File: src/rtl/lsps_pkg.sv
// Shared types, constants and helper functions for the line sensor PID steering block.
// Used by every module in rtl/; it depends on nothing else.
package lsps_pkg;

  // Field widths
  localparam int SAMPLE_BITS   = 10;
  localparam int SUM_BITS      = 16;
  localparam int NUM_SENSORS   = 5;
  localparam int PAT_BITS      = 5;
  localparam int ERR_BITS      = 5;
  localparam int DIFF_BITS     = ERR_BITS + 1;
  localparam int GAIN_BITS     = 16;
  localparam int BASE_BITS     = 8;
  localparam int CORR_BITS     = 11;
  localparam int PWM_BITS      = 8;
  localparam int DIR_BITS      = 2;
  localparam int CLS_BITS      = 2;
  localparam int REQ_BITS      = 2;
  localparam int FRAC_BITS     = 4;

  // Product and sum widths of the PID datapath
  localparam int PP_BITS  = GAIN_BITS + ERR_BITS;
  localparam int PI_BITS  = GAIN_BITS + SUM_BITS;
  localparam int PD_BITS  = GAIN_BITS + DIFF_BITS;
  localparam int TOT_BITS = PI_BITS + 2;
  // base_speed +/- correction, signed
  localparam int DRV_BITS = CORR_BITS + 1;

  localparam int CORR_MAX = 1023;
  localparam int PWM_MAX  = 255;

  // Configuration port
  localparam int CFG_ADDR_BITS = 2;
  localparam int CFG_DATA_BITS = 16;

  // Stream packing
  localparam int IN_FIELD_BITS   = NUM_SENSORS * SAMPLE_BITS;
  localparam int IN_TDATA_BITS   = ((IN_FIELD_BITS + 7) / 8) * 8;
  localparam int IN_TUSER_BITS   = REQ_BITS + 1;
  localparam int OUT_FIELD_BITS  = PAT_BITS + ERR_BITS + CORR_BITS + 2 * (PWM_BITS + DIR_BITS);
  localparam int OUT_TDATA_BITS  = ((OUT_FIELD_BITS + 7) / 8) * 8;
  localparam int OUT_TUSER_BITS  = CLS_BITS;

  // Register indexes
  localparam logic [CFG_ADDR_BITS-1:0] REG_BASE_SPEED = 2'd0;
  localparam logic [CFG_ADDR_BITS-1:0] REG_GAIN_P     = 2'd1;
  localparam logic [CFG_ADDR_BITS-1:0] REG_GAIN_I     = 2'd2;
  localparam logic [CFG_ADDR_BITS-1:0] REG_GAIN_D     = 2'd3;

  // Register reset values (gain_p = 25.0 in Q.4)
  localparam logic [BASE_BITS-1:0]        BASE_SPEED_RST = 8'd80;
  localparam logic signed [GAIN_BITS-1:0] GAIN_P_RST     = 16'sd400;
  localparam logic signed [GAIN_BITS-1:0] GAIN_I_RST     = 16'sd0;
  localparam logic signed [GAIN_BITS-1:0] GAIN_D_RST     = 16'sd0;

  // Request kinds
  localparam logic [REQ_BITS-1:0] REQ_RUN   = 2'd0;
  localparam logic [REQ_BITS-1:0] REQ_WHITE = 2'd1;
  localparam logic [REQ_BITS-1:0] REQ_BLACK = 2'd2;

  // Line classes
  localparam logic [CLS_BITS-1:0] CLS_TRACK    = 2'd0;
  localparam logic [CLS_BITS-1:0] CLS_ALL_ON   = 2'd1;
  localparam logic [CLS_BITS-1:0] CLS_LEFT_OFF = 2'd2;
  localparam logic [CLS_BITS-1:0] CLS_CAL      = 2'd3;

  // Flagged patterns
  localparam logic [PAT_BITS-1:0] PAT_ALL_ON   = 5'b11111;
  localparam logic [PAT_BITS-1:0] PAT_LEFT_OFF = 5'b01111;

  // Motor directions
  localparam logic [DIR_BITS-1:0] DIR_STOP = 2'd0;
  localparam logic [DIR_BITS-1:0] DIR_FWD  = 2'd1;
  localparam logic [DIR_BITS-1:0] DIR_REV  = 2'd2;

  // Per-lane calibration controls
  typedef struct packed {
    logic upd_white;
    logic upd_black;
    logic wstart;
    logic wend;
  } lane_ctl_t;

  // PID stage result handed to the drive stage
  typedef struct packed {
    logic [CLS_BITS-1:0]         line_class;
    logic [PAT_BITS-1:0]         pattern;
    logic signed [ERR_BITS-1:0]  position_error;
    logic signed [CORR_BITS-1:0] correction;
  } pid_res_t;

  // One motor command
  typedef struct packed {
    logic [PWM_BITS-1:0] pwm;
    logic [DIR_BITS-1:0] dir;
  } motor_t;

  // Full result word
  typedef struct packed {
    logic [CLS_BITS-1:0]         line_class;
    logic [PAT_BITS-1:0]         pattern;
    logic signed [ERR_BITS-1:0]  position_error;
    logic signed [CORR_BITS-1:0] correction;
    motor_t                      left;
    motor_t                      right;
  } out_word_t;

  // Pattern to line offset; positive means the line is to the left
  function automatic logic signed [ERR_BITS-1:0] err_lookup(input logic [PAT_BITS-1:0] pat);
    logic signed [ERR_BITS-1:0] e;
    case (pat)
      5'b00001: e = -5'sd8;
      5'b00010: e = -5'sd3;
      5'b00011: e = -5'sd6;
      5'b00110: e = -5'sd1;
      5'b00111: e = -5'sd4;
      5'b01000: e = 5'sd3;
      5'b01100: e = 5'sd1;
      5'b10000: e = 5'sd8;
      5'b11000: e = 5'sd6;
      5'b11100: e = 5'sd4;
      default:  e = 5'sd0;
    endcase
    return e;
  endfunction

  // Signed drive level to direction and clamped duty
  function automatic motor_t drive_calc(input logic signed [DRV_BITS-1:0] v);
    motor_t m;
    logic [DRV_BITS-1:0] mag;
    mag = v[DRV_BITS-1] ? DRV_BITS'(-v) : DRV_BITS'(v);
    if (v == '0) begin
      m.dir = DIR_STOP;
    end else if (v[DRV_BITS-1]) begin
      m.dir = DIR_REV;
    end else begin
      m.dir = DIR_FWD;
    end
    m.pwm = (mag > DRV_BITS'(PWM_MAX)) ? PWM_BITS'(PWM_MAX) : mag[PWM_BITS-1:0];
    return m;
  endfunction

endpackage

File: src/rtl/line_sensor_pid_steering.sv
// Top level of the line sensor PID steering block: stream ports, config registers,
// five sensor lanes, PID pipeline and drive stage. Depends on lsps_pkg and all rtl modules.
//
// Usage:
//   Input words arrive on in_t* (five sensor readings in tdata, request kind and
//   window start in tuser, window end on tlast). Each word yields exactly one result
//   word on out_t* (pattern, error, correction and motor commands in tdata, line
//   class in tuser). Calibration words update the per-sensor thresholds and return
//   a result with line class 3 and all other fields zero.
//   Throughput is one word per cycle while out_tready is high: the five lanes compare
//   and update in parallel and the merge stage settles the integral in the same cycle, so
//   the next word sees the new state. Each accepted word passes the merge, gain product,
//   correction and drive registers in that order before it shows on out_tvalid.
//   When the receiver holds out_tready low, words pile up in the four pipeline
//   registers; in_tready stays high while any of them is empty.
//   Synchronous reset (rst_n low) empties the pipeline, sets thresholds to zero,
//   dark minima to full scale, clears integral and last error, and loads the
//   register defaults (base speed 80, gain_p 25.0, gain_i and gain_d zero).
//   The user writes registers through cfg_we / cfg_addr / cfg_wdata only while idle (unchecked).
module line_sensor_pid_steering (
  input  logic                                  clk,
  input  logic                                  rst_n,
  // Input words
  input  logic                                  in_tvalid,
  output logic                                  in_tready,
  // sample_a, sample_b, sample_c, sample_d, sample_e, zero pad
  input  logic [lsps_pkg::IN_TDATA_BITS-1:0]    in_tdata,
  // req_type, window_start
  input  logic [lsps_pkg::IN_TUSER_BITS-1:0]    in_tuser,
  // window_end
  input  logic                                  in_tlast,
  // Result words
  output logic                                  out_tvalid,
  input  logic                                  out_tready,
  // pattern, position_error, correction, left_pwm, left_dir, right_pwm, right_dir, zero pad
  output logic [lsps_pkg::OUT_TDATA_BITS-1:0]   out_tdata,
  // line_class
  output logic [lsps_pkg::OUT_TUSER_BITS-1:0]   out_tuser,
  // Configuration
  input  logic                                  cfg_we,
  input  logic [lsps_pkg::CFG_ADDR_BITS-1:0]    cfg_addr,
  input  logic [lsps_pkg::CFG_DATA_BITS-1:0]    cfg_wdata
);

  logic [lsps_pkg::BASE_BITS-1:0]        base_speed_r;
  logic signed [lsps_pkg::GAIN_BITS-1:0] gain_p_r, gain_i_r, gain_d_r;

  logic [lsps_pkg::REQ_BITS-1:0]         req;
  logic                                  accept;
  lsps_pkg::lane_ctl_t                   lane_ctl;
  logic [lsps_pkg::PAT_BITS-1:0]         hits;
  logic                                  pid_valid, pid_ready;
  lsps_pkg::pid_res_t                    pid_res;
  lsps_pkg::out_word_t                   out_w;

  // Configuration registers
  always_ff @(posedge clk) begin
    if (!rst_n) begin
      base_speed_r <= lsps_pkg::BASE_SPEED_RST;
      gain_p_r     <= lsps_pkg::GAIN_P_RST;
      gain_i_r     <= lsps_pkg::GAIN_I_RST;
      gain_d_r     <= lsps_pkg::GAIN_D_RST;
    end else if (cfg_we) begin
      case (cfg_addr)
        lsps_pkg::REG_BASE_SPEED: base_speed_r <= cfg_wdata[lsps_pkg::BASE_BITS-1:0];
        lsps_pkg::REG_GAIN_P:     gain_p_r     <= $signed(cfg_wdata);
        lsps_pkg::REG_GAIN_I:     gain_i_r     <= $signed(cfg_wdata);
        lsps_pkg::REG_GAIN_D:     gain_d_r     <= $signed(cfg_wdata);
        default: ;
      endcase
    end
  end

  // Calibration controls, applied only on an accepted word
  assign req               = in_tuser[lsps_pkg::REQ_BITS-1:0];
  assign accept            = in_tvalid && in_tready;
  assign lane_ctl.upd_white = accept && (req == lsps_pkg::REQ_WHITE);
  assign lane_ctl.upd_black = accept && (req == lsps_pkg::REQ_BLACK);
  assign lane_ctl.wstart    = in_tuser[lsps_pkg::REQ_BITS];
  assign lane_ctl.wend      = in_tlast;

  // Sensor lanes; lane 0 (sensor a) drives pattern bit 4
  for (genvar k = 0; k < lsps_pkg::NUM_SENSORS; k++) begin : g_lane
    lsps_lane u_lane (
      .clk    (clk),
      .rst_n  (rst_n),
      .ctl    (lane_ctl),
      .sample (in_tdata[k*lsps_pkg::SAMPLE_BITS +: lsps_pkg::SAMPLE_BITS]),
      .hit    (hits[lsps_pkg::NUM_SENSORS-1-k])
    );
  end

  lsps_pid u_pid (
    .clk       (clk),
    .rst_n     (rst_n),
    .in_valid  (in_tvalid),
    .in_ready  (in_tready),
    .req       (req),
    .hits      (hits),
    .gain_p    (gain_p_r),
    .gain_i    (gain_i_r),
    .gain_d    (gain_d_r),
    .out_valid (pid_valid),
    .out_ready (pid_ready),
    .res       (pid_res)
  );

  lsps_drive u_drive (
    .clk        (clk),
    .rst_n      (rst_n),
    .in_valid   (pid_valid),
    .in_ready   (pid_ready),
    .res        (pid_res),
    .base_speed (base_speed_r),
    .out_valid  (out_tvalid),
    .out_ready  (out_tready),
    .word       (out_w)
  );

  // Pack result word
  assign out_tuser = out_w.line_class;
  assign out_tdata = lsps_pkg::OUT_TDATA_BITS'({out_w.right.dir, out_w.right.pwm,
                                               out_w.left.dir, out_w.left.pwm,
                                               out_w.correction, out_w.position_error,
                                               out_w.pattern});

  // Calibration results carry nothing but their class
  a_cal_zero: assert property (@(posedge clk) disable iff (!rst_n)
    (out_tvalid && out_w.line_class == lsps_pkg::CLS_CAL) |->
      (out_w.pattern == '0 && out_w.correction == '0 && out_w.left == '0
       && out_w.right == '0))
    else $error("calibration result carries nonzero fields");

  // Flagged patterns never move the controller output
  a_flag_zero: assert property (@(posedge clk) disable iff (!rst_n)
    (out_tvalid && (out_w.line_class == lsps_pkg::CLS_ALL_ON
                    || out_w.line_class == lsps_pkg::CLS_LEFT_OFF)) |->
      (out_w.position_error == '0 && out_w.correction == '0))
    else $error("flagged pattern with nonzero error or correction");

  // With no result pending the pipeline must take input
  a_ready_free: assert property (@(posedge clk) disable iff (!rst_n)
    !out_tvalid |-> in_tready)
    else $error("input stalled with empty output");

  // Stop direction goes with zero duty on both motors
  a_dir_stop: assert property (@(posedge clk) disable iff (!rst_n)
    out_tvalid |-> (((out_w.left.dir == lsps_pkg::DIR_STOP) == (out_w.left.pwm == '0))
                 && ((out_w.right.dir == lsps_pkg::DIR_STOP) == (out_w.right.pwm == '0))))
    else $error("motor direction and duty disagree");

endmodule

File: src/rtl/lsps_lane.sv
// One sensor lane: threshold compare plus white maximum / black minimum tracking.
// Depends on lsps_pkg.
module lsps_lane (
  input  logic                            clk,
  input  logic                            rst_n,
  input  lsps_pkg::lane_ctl_t             ctl,
  input  logic [lsps_pkg::SAMPLE_BITS-1:0] sample,
  output logic                            hit
);

  logic [lsps_pkg::SAMPLE_BITS-1:0] thresh_r, thresh_nxt;
  logic [lsps_pkg::SAMPLE_BITS-1:0] min_r, min_nxt;
  logic [lsps_pkg::SAMPLE_BITS-1:0] min_upd;
  logic [lsps_pkg::SAMPLE_BITS:0]   avg_sum;
  logic                             white_take, black_take;

  // Decision for run words uses the threshold held before this word
  assign hit = (sample >= thresh_r);

  assign white_take = ctl.wstart || (sample > thresh_r);
  assign black_take = ctl.wstart || (sample < min_r);
  assign min_upd    = black_take ? sample : min_r;
  // Window end averages the white maximum with the updated black minimum
  assign avg_sum    = {1'b0, thresh_r} + {1'b0, min_upd};

  always_comb begin
    thresh_nxt = thresh_r;
    min_nxt    = min_r;
    if (ctl.upd_white && white_take) begin
      thresh_nxt = sample;
    end
    if (ctl.upd_black) begin
      min_nxt = min_upd;
      if (ctl.wend) begin
        thresh_nxt = avg_sum[lsps_pkg::SAMPLE_BITS:1];
      end
    end
  end

  always_ff @(posedge clk) begin
    if (!rst_n) begin
      thresh_r <= '0;
      min_r    <= '1;
    end else begin
      thresh_r <= thresh_nxt;
      min_r    <= min_nxt;
    end
  end

endmodule

File: src/rtl/lsps_pid.sv
// Lane merge and PID pipeline: pattern classify, integral update, gain products,
// truncation and saturation. Depends on lsps_pkg.
module lsps_pid (
  input  logic                                   clk,
  input  logic                                   rst_n,
  input  logic                                   in_valid,
  output logic                                   in_ready,
  input  logic [lsps_pkg::REQ_BITS-1:0]          req,
  input  logic [lsps_pkg::PAT_BITS-1:0]          hits,
  input  logic signed [lsps_pkg::GAIN_BITS-1:0]  gain_p,
  input  logic signed [lsps_pkg::GAIN_BITS-1:0]  gain_i,
  input  logic signed [lsps_pkg::GAIN_BITS-1:0]  gain_d,
  output logic                                   out_valid,
  input  logic                                   out_ready,
  output lsps_pkg::pid_res_t                     res
);

  localparam logic signed [lsps_pkg::SUM_BITS:0] SUM_HI =
    {2'b00, {(lsps_pkg::SUM_BITS-1){1'b1}}};
  localparam logic signed [lsps_pkg::SUM_BITS:0] SUM_LO =
    {2'b11, {(lsps_pkg::SUM_BITS-1){1'b0}}};

  // PID state
  logic signed [lsps_pkg::SUM_BITS-1:0] esum_r, esum_nxt;
  logic signed [lsps_pkg::ERR_BITS-1:0] prev_r, prev_nxt;

  // Stage 1: classified word
  logic                                  v1_r;
  logic [lsps_pkg::CLS_BITS-1:0]         cls1_r, cls1_nxt;
  logic [lsps_pkg::PAT_BITS-1:0]         pat1_r, pat1_nxt;
  logic signed [lsps_pkg::ERR_BITS-1:0]  err1_r, err1_nxt;
  logic signed [lsps_pkg::SUM_BITS-1:0]  sum1_r, sum1_nxt;
  logic signed [lsps_pkg::DIFF_BITS-1:0] diff1_r, diff1_nxt;

  // Stage 2: products
  logic                                  v2_r;
  logic [lsps_pkg::CLS_BITS-1:0]         cls2_r;
  logic [lsps_pkg::PAT_BITS-1:0]         pat2_r;
  logic signed [lsps_pkg::ERR_BITS-1:0]  err2_r;
  logic signed [lsps_pkg::PP_BITS-1:0]   pp2_r, pp2_nxt;
  logic signed [lsps_pkg::PI_BITS-1:0]   pi2_r, pi2_nxt;
  logic signed [lsps_pkg::PD_BITS-1:0]   pd2_r, pd2_nxt;

  // Stage 3: correction
  logic                                  v3_r;
  lsps_pkg::pid_res_t                    res3_r, res3_nxt;

  logic                                  rdy1, rdy2, rdy3, accept, track;
  logic signed [lsps_pkg::ERR_BITS-1:0]  err_tab;
  logic signed [lsps_pkg::SUM_BITS:0]    sum_wide;
  logic signed [lsps_pkg::TOT_BITS-1:0]  total;
  logic [lsps_pkg::TOT_BITS-1:0]         mag, quo;
  logic [lsps_pkg::CORR_BITS-1:0]        corr_mag;

  // Stall chain: a stage loads when empty or when its word moves on
  assign rdy3     = !v3_r || out_ready;
  assign rdy2     = !v2_r || rdy3;
  assign rdy1     = !v1_r || rdy2;
  assign in_ready = rdy1;
  assign accept   = in_valid && rdy1;

  // Stage 1 merge: classify, look up error, integrate
  assign err_tab  = lsps_pkg::err_lookup(hits);
  assign sum_wide = (lsps_pkg::SUM_BITS+1)'(esum_r) + (lsps_pkg::SUM_BITS+1)'(err_tab);

  always_comb begin
    cls1_nxt  = lsps_pkg::CLS_TRACK;
    pat1_nxt  = hits;
    err1_nxt  = '0;
    sum1_nxt  = '0;
    diff1_nxt = '0;
    esum_nxt  = esum_r;
    prev_nxt  = prev_r;
    track     = 1'b0;
    if (req != lsps_pkg::REQ_RUN) begin
      cls1_nxt = lsps_pkg::CLS_CAL;
      pat1_nxt = '0;
    end else if (hits == lsps_pkg::PAT_ALL_ON) begin
      cls1_nxt = lsps_pkg::CLS_ALL_ON;
    end else if (hits == lsps_pkg::PAT_LEFT_OFF) begin
      cls1_nxt = lsps_pkg::CLS_LEFT_OFF;
    end else begin
      track = 1'b1;
    end
    if (track) begin
      err1_nxt = err_tab;
      if (sum_wide > SUM_HI) begin
        sum1_nxt = SUM_HI[lsps_pkg::SUM_BITS-1:0];
      end else if (sum_wide < SUM_LO) begin
        sum1_nxt = SUM_LO[lsps_pkg::SUM_BITS-1:0];
      end else begin
        sum1_nxt = sum_wide[lsps_pkg::SUM_BITS-1:0];
      end
      diff1_nxt = lsps_pkg::DIFF_BITS'(err_tab) - lsps_pkg::DIFF_BITS'(prev_r);
      esum_nxt  = sum1_nxt;
      prev_nxt  = err_tab;
    end
  end

  // Stage 2: three independent products
  assign pp2_nxt = gain_p * err1_r;
  assign pi2_nxt = gain_i * sum1_r;
  assign pd2_nxt = gain_d * diff1_r;

  // Stage 3: sum, drop fraction toward zero, saturate
  assign total = lsps_pkg::TOT_BITS'(pp2_r) + lsps_pkg::TOT_BITS'(pi2_r)
               + lsps_pkg::TOT_BITS'(pd2_r);
  assign mag   = total[lsps_pkg::TOT_BITS-1] ? lsps_pkg::TOT_BITS'(-total)
                                             : lsps_pkg::TOT_BITS'(total);
  assign quo   = mag >> lsps_pkg::FRAC_BITS;
  assign corr_mag = (quo > lsps_pkg::TOT_BITS'(lsps_pkg::CORR_MAX))
                  ? lsps_pkg::CORR_BITS'(lsps_pkg::CORR_MAX)
                  : quo[lsps_pkg::CORR_BITS-1:0];

  always_comb begin
    res3_nxt.line_class     = cls2_r;
    res3_nxt.pattern        = pat2_r;
    res3_nxt.position_error = err2_r;
    res3_nxt.correction     = '0;
    if (cls2_r == lsps_pkg::CLS_TRACK) begin
      res3_nxt.correction = total[lsps_pkg::TOT_BITS-1] ? -$signed(corr_mag)
                                                        : $signed(corr_mag);
    end
  end

  // Control and PID state
  always_ff @(posedge clk) begin
    if (!rst_n) begin
      v1_r   <= 1'b0;
      v2_r   <= 1'b0;
      v3_r   <= 1'b0;
      esum_r <= '0;
      prev_r <= '0;
    end else begin
      if (rdy1) begin
        v1_r <= in_valid;
      end
      if (rdy2) begin
        v2_r <= v1_r;
      end
      if (rdy3) begin
        v3_r <= v2_r;
      end
      if (accept) begin
        esum_r <= esum_nxt;
        prev_r <= prev_nxt;
      end
    end
  end

  // Payload
  always_ff @(posedge clk) begin
    if (rdy1) begin
      cls1_r  <= cls1_nxt;
      pat1_r  <= pat1_nxt;
      err1_r  <= err1_nxt;
      sum1_r  <= sum1_nxt;
      diff1_r <= diff1_nxt;
    end
    if (rdy2) begin
      cls2_r <= cls1_r;
      pat2_r <= pat1_r;
      err2_r <= err1_r;
      pp2_r  <= pp2_nxt;
      pi2_r  <= pi2_nxt;
      pd2_r  <= pd2_nxt;
    end
    if (rdy3) begin
      res3_r <= res3_nxt;
    end
  end

  assign out_valid = v3_r;
  assign res       = res3_r;

endmodule

File: src/rtl/lsps_drive.sv
// Motor drive stage and output register: base speed +/- correction to direction and duty.
// Depends on lsps_pkg.
module lsps_drive (
  input  logic                            clk,
  input  logic                            rst_n,
  input  logic                            in_valid,
  output logic                            in_ready,
  input  lsps_pkg::pid_res_t              res,
  input  logic [lsps_pkg::BASE_BITS-1:0]  base_speed,
  output logic                            out_valid,
  input  logic                            out_ready,
  output lsps_pkg::out_word_t             word
);

  logic                                  ov_r;
  lsps_pkg::out_word_t                   word_r, word_nxt;
  logic signed [lsps_pkg::DRV_BITS-1:0]  base_s, left_lvl, right_lvl;

  assign in_ready = !ov_r || out_ready;

  assign base_s    = $signed({{(lsps_pkg::DRV_BITS-lsps_pkg::BASE_BITS){1'b0}}, base_speed});
  assign left_lvl  = base_s + lsps_pkg::DRV_BITS'(res.correction);
  assign right_lvl = base_s - lsps_pkg::DRV_BITS'(res.correction);

  // Calibration words carry no drive
  always_comb begin
    word_nxt.line_class     = res.line_class;
    word_nxt.pattern        = res.pattern;
    word_nxt.position_error = res.position_error;
    word_nxt.correction     = res.correction;
    word_nxt.left           = lsps_pkg::drive_calc(left_lvl);
    word_nxt.right          = lsps_pkg::drive_calc(right_lvl);
    if (res.line_class == lsps_pkg::CLS_CAL) begin
      word_nxt.left  = '0;
      word_nxt.right = '0;
    end
  end

  always_ff @(posedge clk) begin
    if (!rst_n) begin
      ov_r <= 1'b0;
    end else if (in_ready) begin
      ov_r <= in_valid;
    end
  end

  always_ff @(posedge clk) begin
    if (in_ready) begin
      word_r <= word_nxt;
    end
  end

  assign out_valid = ov_r;
  assign word      = word_r;

endmodule

File: config.mk
export PLATFORM = sky130hd
export DESIGN_NAME = line_sensor_pid_steering
export DESIGN_NICKNAME = d
export VERILOG_FILES = /design/src/rtl/lsps_pkg.sv /design/src/rtl/line_sensor_pid_steering.sv /design/src/rtl/lsps_lane.sv /design/src/rtl/lsps_pid.sv /design/src/rtl/lsps_drive.sv
export SDC_FILE = /design/constraint.sdc
export NUM_CORES = 2
export LEC_CHECK = 0
export BUFFER_PORTS_ARGS = -buffer_cell sky130_fd_sc_hd__buf_2
export CORE_MARGIN = 3
export CORE_UTILIZATION = 30
export CTS_CLUSTER_DIAMETER = 40
export DETAILED_ROUTE_END_ITERATION = 8
export PLACE_DENSITY = 0.45
export SETUP_SLACK_MARGIN = 0.3
export SKIP_CTS_REPAIR_TIMING = 1
export SYNTH_ARGS = -nofsm -noshare
export SYNTH_HDL_FRONTEND = slang
export SYNTH_SLANG_ARGS = --single-unit
File: constraint.sdc
create_clock -name clk -period 5.55 [get_ports clk]
set_input_delay 0 -clock clk [delete_from_list [all_inputs] [get_ports clk]]
set_output_delay 0 -clock clk [all_outputs]
set_load 0.03 [all_outputs]
==> results.sh <==
export IMPL_status="complete, but fails checks"
export IMPL_violations="negative setup slack"
export IMPL_slew_headroom_pct=26.1
export IMPL_synth_seq_cells=368
export IMPL_slowest_stage="fa_1"
export IMPL_tightest_slew_ns=1.10
export IMPL_ys_warn_count=0
export IMPL_area_growth_pct=29.7
export IMPL_drive_above_1_share_pct=22.7
export IMPL_antenna_found_initial=5
export IMPL_avgSynthCellArea_um2=9.16
export IMPL_crit_family="compound AO/OA/AOI/OAI gates"
export IMPL_vias_per_cell=4.66
export IMPL_boundaryPins=135
export IMPL_syn_area_um2=38500
export IMPL_synth_edff_count=187
export IMPL_cts_sinks=368
export IMPL_gp_congestion=0.857
export IMPL_grt_pass1_wl_mm=175
export IMPL_wl_mm=109
export IMPL_total_leakage_power_nw=24.0
export IMPL_post_drt_wl_per_cell_um=16.6
export IMPL_maxCapViolCount=0
export IMPL_crit_fanout=5
export IMPL_ant_nets=0
export IMPL_finalMaxSlewViolations=0
export IMPL_cts_tree="done"
export IMPL_timing_final_crit_share_pct=109
export IMPL_end_kind="register"
export IMPL_die_w_um=364
export IMPL_worst_skew_pair_late_latency_ns=0.68
export IMPL_cp_start_kind="register"
export IMPL_powerDensity_nw_per_um2=236
export IMPL_grt_pass1_vias=31501
export IMPL_first_iter_violations=1396
export IMPL_start_util_pct=30.4
export IMPL_cp_buffers_inverters=4
export IMPL_cp_data_required_time_ns=5.93
export IMPL_grt_start_max_net_pins=67
export IMPL_via_count=30742
export IMPL_cp_common_cell="buf_4"
export IMPL_timing_fmax_mhz=165
export IMPL_hold_viol_final=0
export IMPL_cts_root_to_sink_buffers=3
export IMPL_num_rows=130
export IMPL_ys_seq_area_share_pct=24.0
export IMPL_cts_root_buf="clkbuf_16"
export IMPL_ir_worst_vdd_uv=278
export IMPL_fin_ws_ns=-0.495
export IMPL_r2r_slack_ns=-0.49
export IMPL_io_buffers=121
export IMPL_drt_pass1_iter_count=5
export IMPL_hpwlAfterDp_mm=87.2
export IMPL_rsz0062_at_grt="yes"
export IMPL_crit_type="reg2reg"
export IMPL_finalSetupViolations=46
export IMPL_async_flop_share_pct=0
export IMPL_cts_reportedPaths_clkPinSlew_ns=0.06
export IMPL_grt_use_total_pct=16.7
export IMPL_dieArea_um2=133000
export IMPL_cts_inserted_buffers=81
export IMPL_layout_nets=5744
export IMPL_htree_levels=3
export IMPL_fin_skew_ns=0.0557
export IMPL_fillers=12760
export IMPL_yosysUniqueCellTypes=91
export IMPL_hp_class="in2reg"
export IMPL_drc=0
export IMPL_arrival_ns=6.42
export IMPL_postSynthCellCount=4204
export IMPL_fin_crit_ns=6.04
export IMPL_dp_slack_ns=-0.640
export IMPL_core_region_area_um2=127000
export IMPL_gr_total_overflow=0
export IMPL_synth_flop_cell="edfxtp_1"
export IMPL_hold_ws_ns=0.00186
export IMPL_cpPeakStageDelay_ns=0.55
export IMPL_die_y_um=364
## per-layer routing
layer / wire length [µm] / global-route usage, %
met5: 0 / 0
met4: 3050 / 4.85
met3: 4190 / 2.87
met2: 51500 / 28.1
met1: 50700 / 21.9
## cells in the final DEF, fill, tap and decap left out, types with 54 or more instances in the layout
cell type and count:
buf_4 477, nor2_1 213, a21oi_1 189, xor2_1 54, clkbuf_16 83, a21o_1 62, dfxtp_1 171, fa_1 401
o21ai_0 116, xnor2_1 119, inv_1 547, ha_1 342, mux2i_1 56, and2_1 157, edfxtp_1 187, buf_2 121
nand2b_1 80, o211ai_1 55, dlygate4sd3_1 77, nand2_1 504
## power by group
part | internal [mW] | total [mW] | switching (mW)
Sequential | 3.09 | 3.22 | 0.136
Combinational | 1.58 | 3.54 | 1.96
Clock | 3.16 | 5.03 | 1.87
## cell usage after synthesis (all sizes together) (18+ instances only)
master  number  area share [%]
a21oi      226             2.9
xnor2      122             2.8
or3         18            0.31
mux2        24            0.70
nor2       245             2.4
edfxtp     187              15
dfxtp      181             9.4
nor2b       39            0.63
fa         420              22
o21a        38            0.74
buf         21            0.31
inv        566             5.5
a211oi      64             1.3
o21bai      30            0.58
and3        24            0.39
nand2      537             5.2
nor3        51            0.72
clkbuf     122             1.2
and2       169             2.8
xor2        56             1.3
o211ai      55             1.1
nand2b      82             1.3
mux2i       56             1.5
ha         372              12
a21o        62             1.2
o21ai      177             2.3
a31oi       21            0.34
nand3       52            0.68
## state kept, by name (all words and copies together), names as in the netlist, 6 cells and up
name                    flops
g_lane.u_lane.min_r        50
u_pid.sum1_r               16
gain_p_r                   16
gain_i_r                   16
u_pid.res                  23
u_pid.esum_r               16
u_pid.pd2_r                22
gain_d_r                   16
g_lane.u_lane.thresh_r     50
u_pid.diff1_r               6
base_speed_r                8
u_pid.pi2_r                32
u_drive.word               43
u_pid.pp2_r                21
## kinds of logic after synthesis
logic type               synth area share [%]
multiplexers                             2.16
adder cells (fa/ha/maj)                  33.9
AO/OA/AOI/OAI                            13.0
buffers and inverters                    7.01
flip-flops                               24.0
other                                 0.00974
XOR/XNOR                                 4.05
AND/OR/NAND/NOR                          15.8
## path summary, 6_finish.rpt
kind,depth (start not counted),start,end
worst max-delay path,26,u_pid.pi2_r[1],u_pid.res[6]
worst min register to register,0,u_pid.err2_r[0],u_pid.res[11]
worst min-delay path,4,in_tuser[0],g_lane[0].u_lane.min_r[6]
worst max register to register,26,u_pid.pi2_r[1],u_pid.res[6]
## through the flow
stage | utilization [%] | area (µm²) | setup TNS, ns | cells | power (mW)
floorplan | - | 39400 | -0.561 | 4210 | 5.38
CTS | 37.8 | 47900 | -17.46 | 6460 | 11.7
global placement | 35.6 | 45000 | -13.00 | 6308 | 6.60
detailed placement | 35.6 | 45000 | -14.23 | 6308 | 6.61
finish | 39.5 | 50000 | -9.91 | 6590 | 11.8
global route | 39.5 | 50000 | -25.31 | 6589 | 12.5
## cell type report
cell class              instances  area, µm²  share of cell area, %
diodes                          2       5.00                 0.0100
clock buffers                  86       2090                   4.18
clock inverters                66        796                   1.59
inverters                     566       2130                   4.26
multi-input cells            3133      28000                   56.1
flip-flops and latches        368       9250                   18.5
well taps                    1650       2060                   4.13
repair buffers                719       5610                   11.2
## worst min-delay path: stages
cell and delay, ns:
buf_2 0.12, nor3b_2 0.07, buf_4 0.25, o211ai_1 0.19
(Power assumes the default switching activity.)
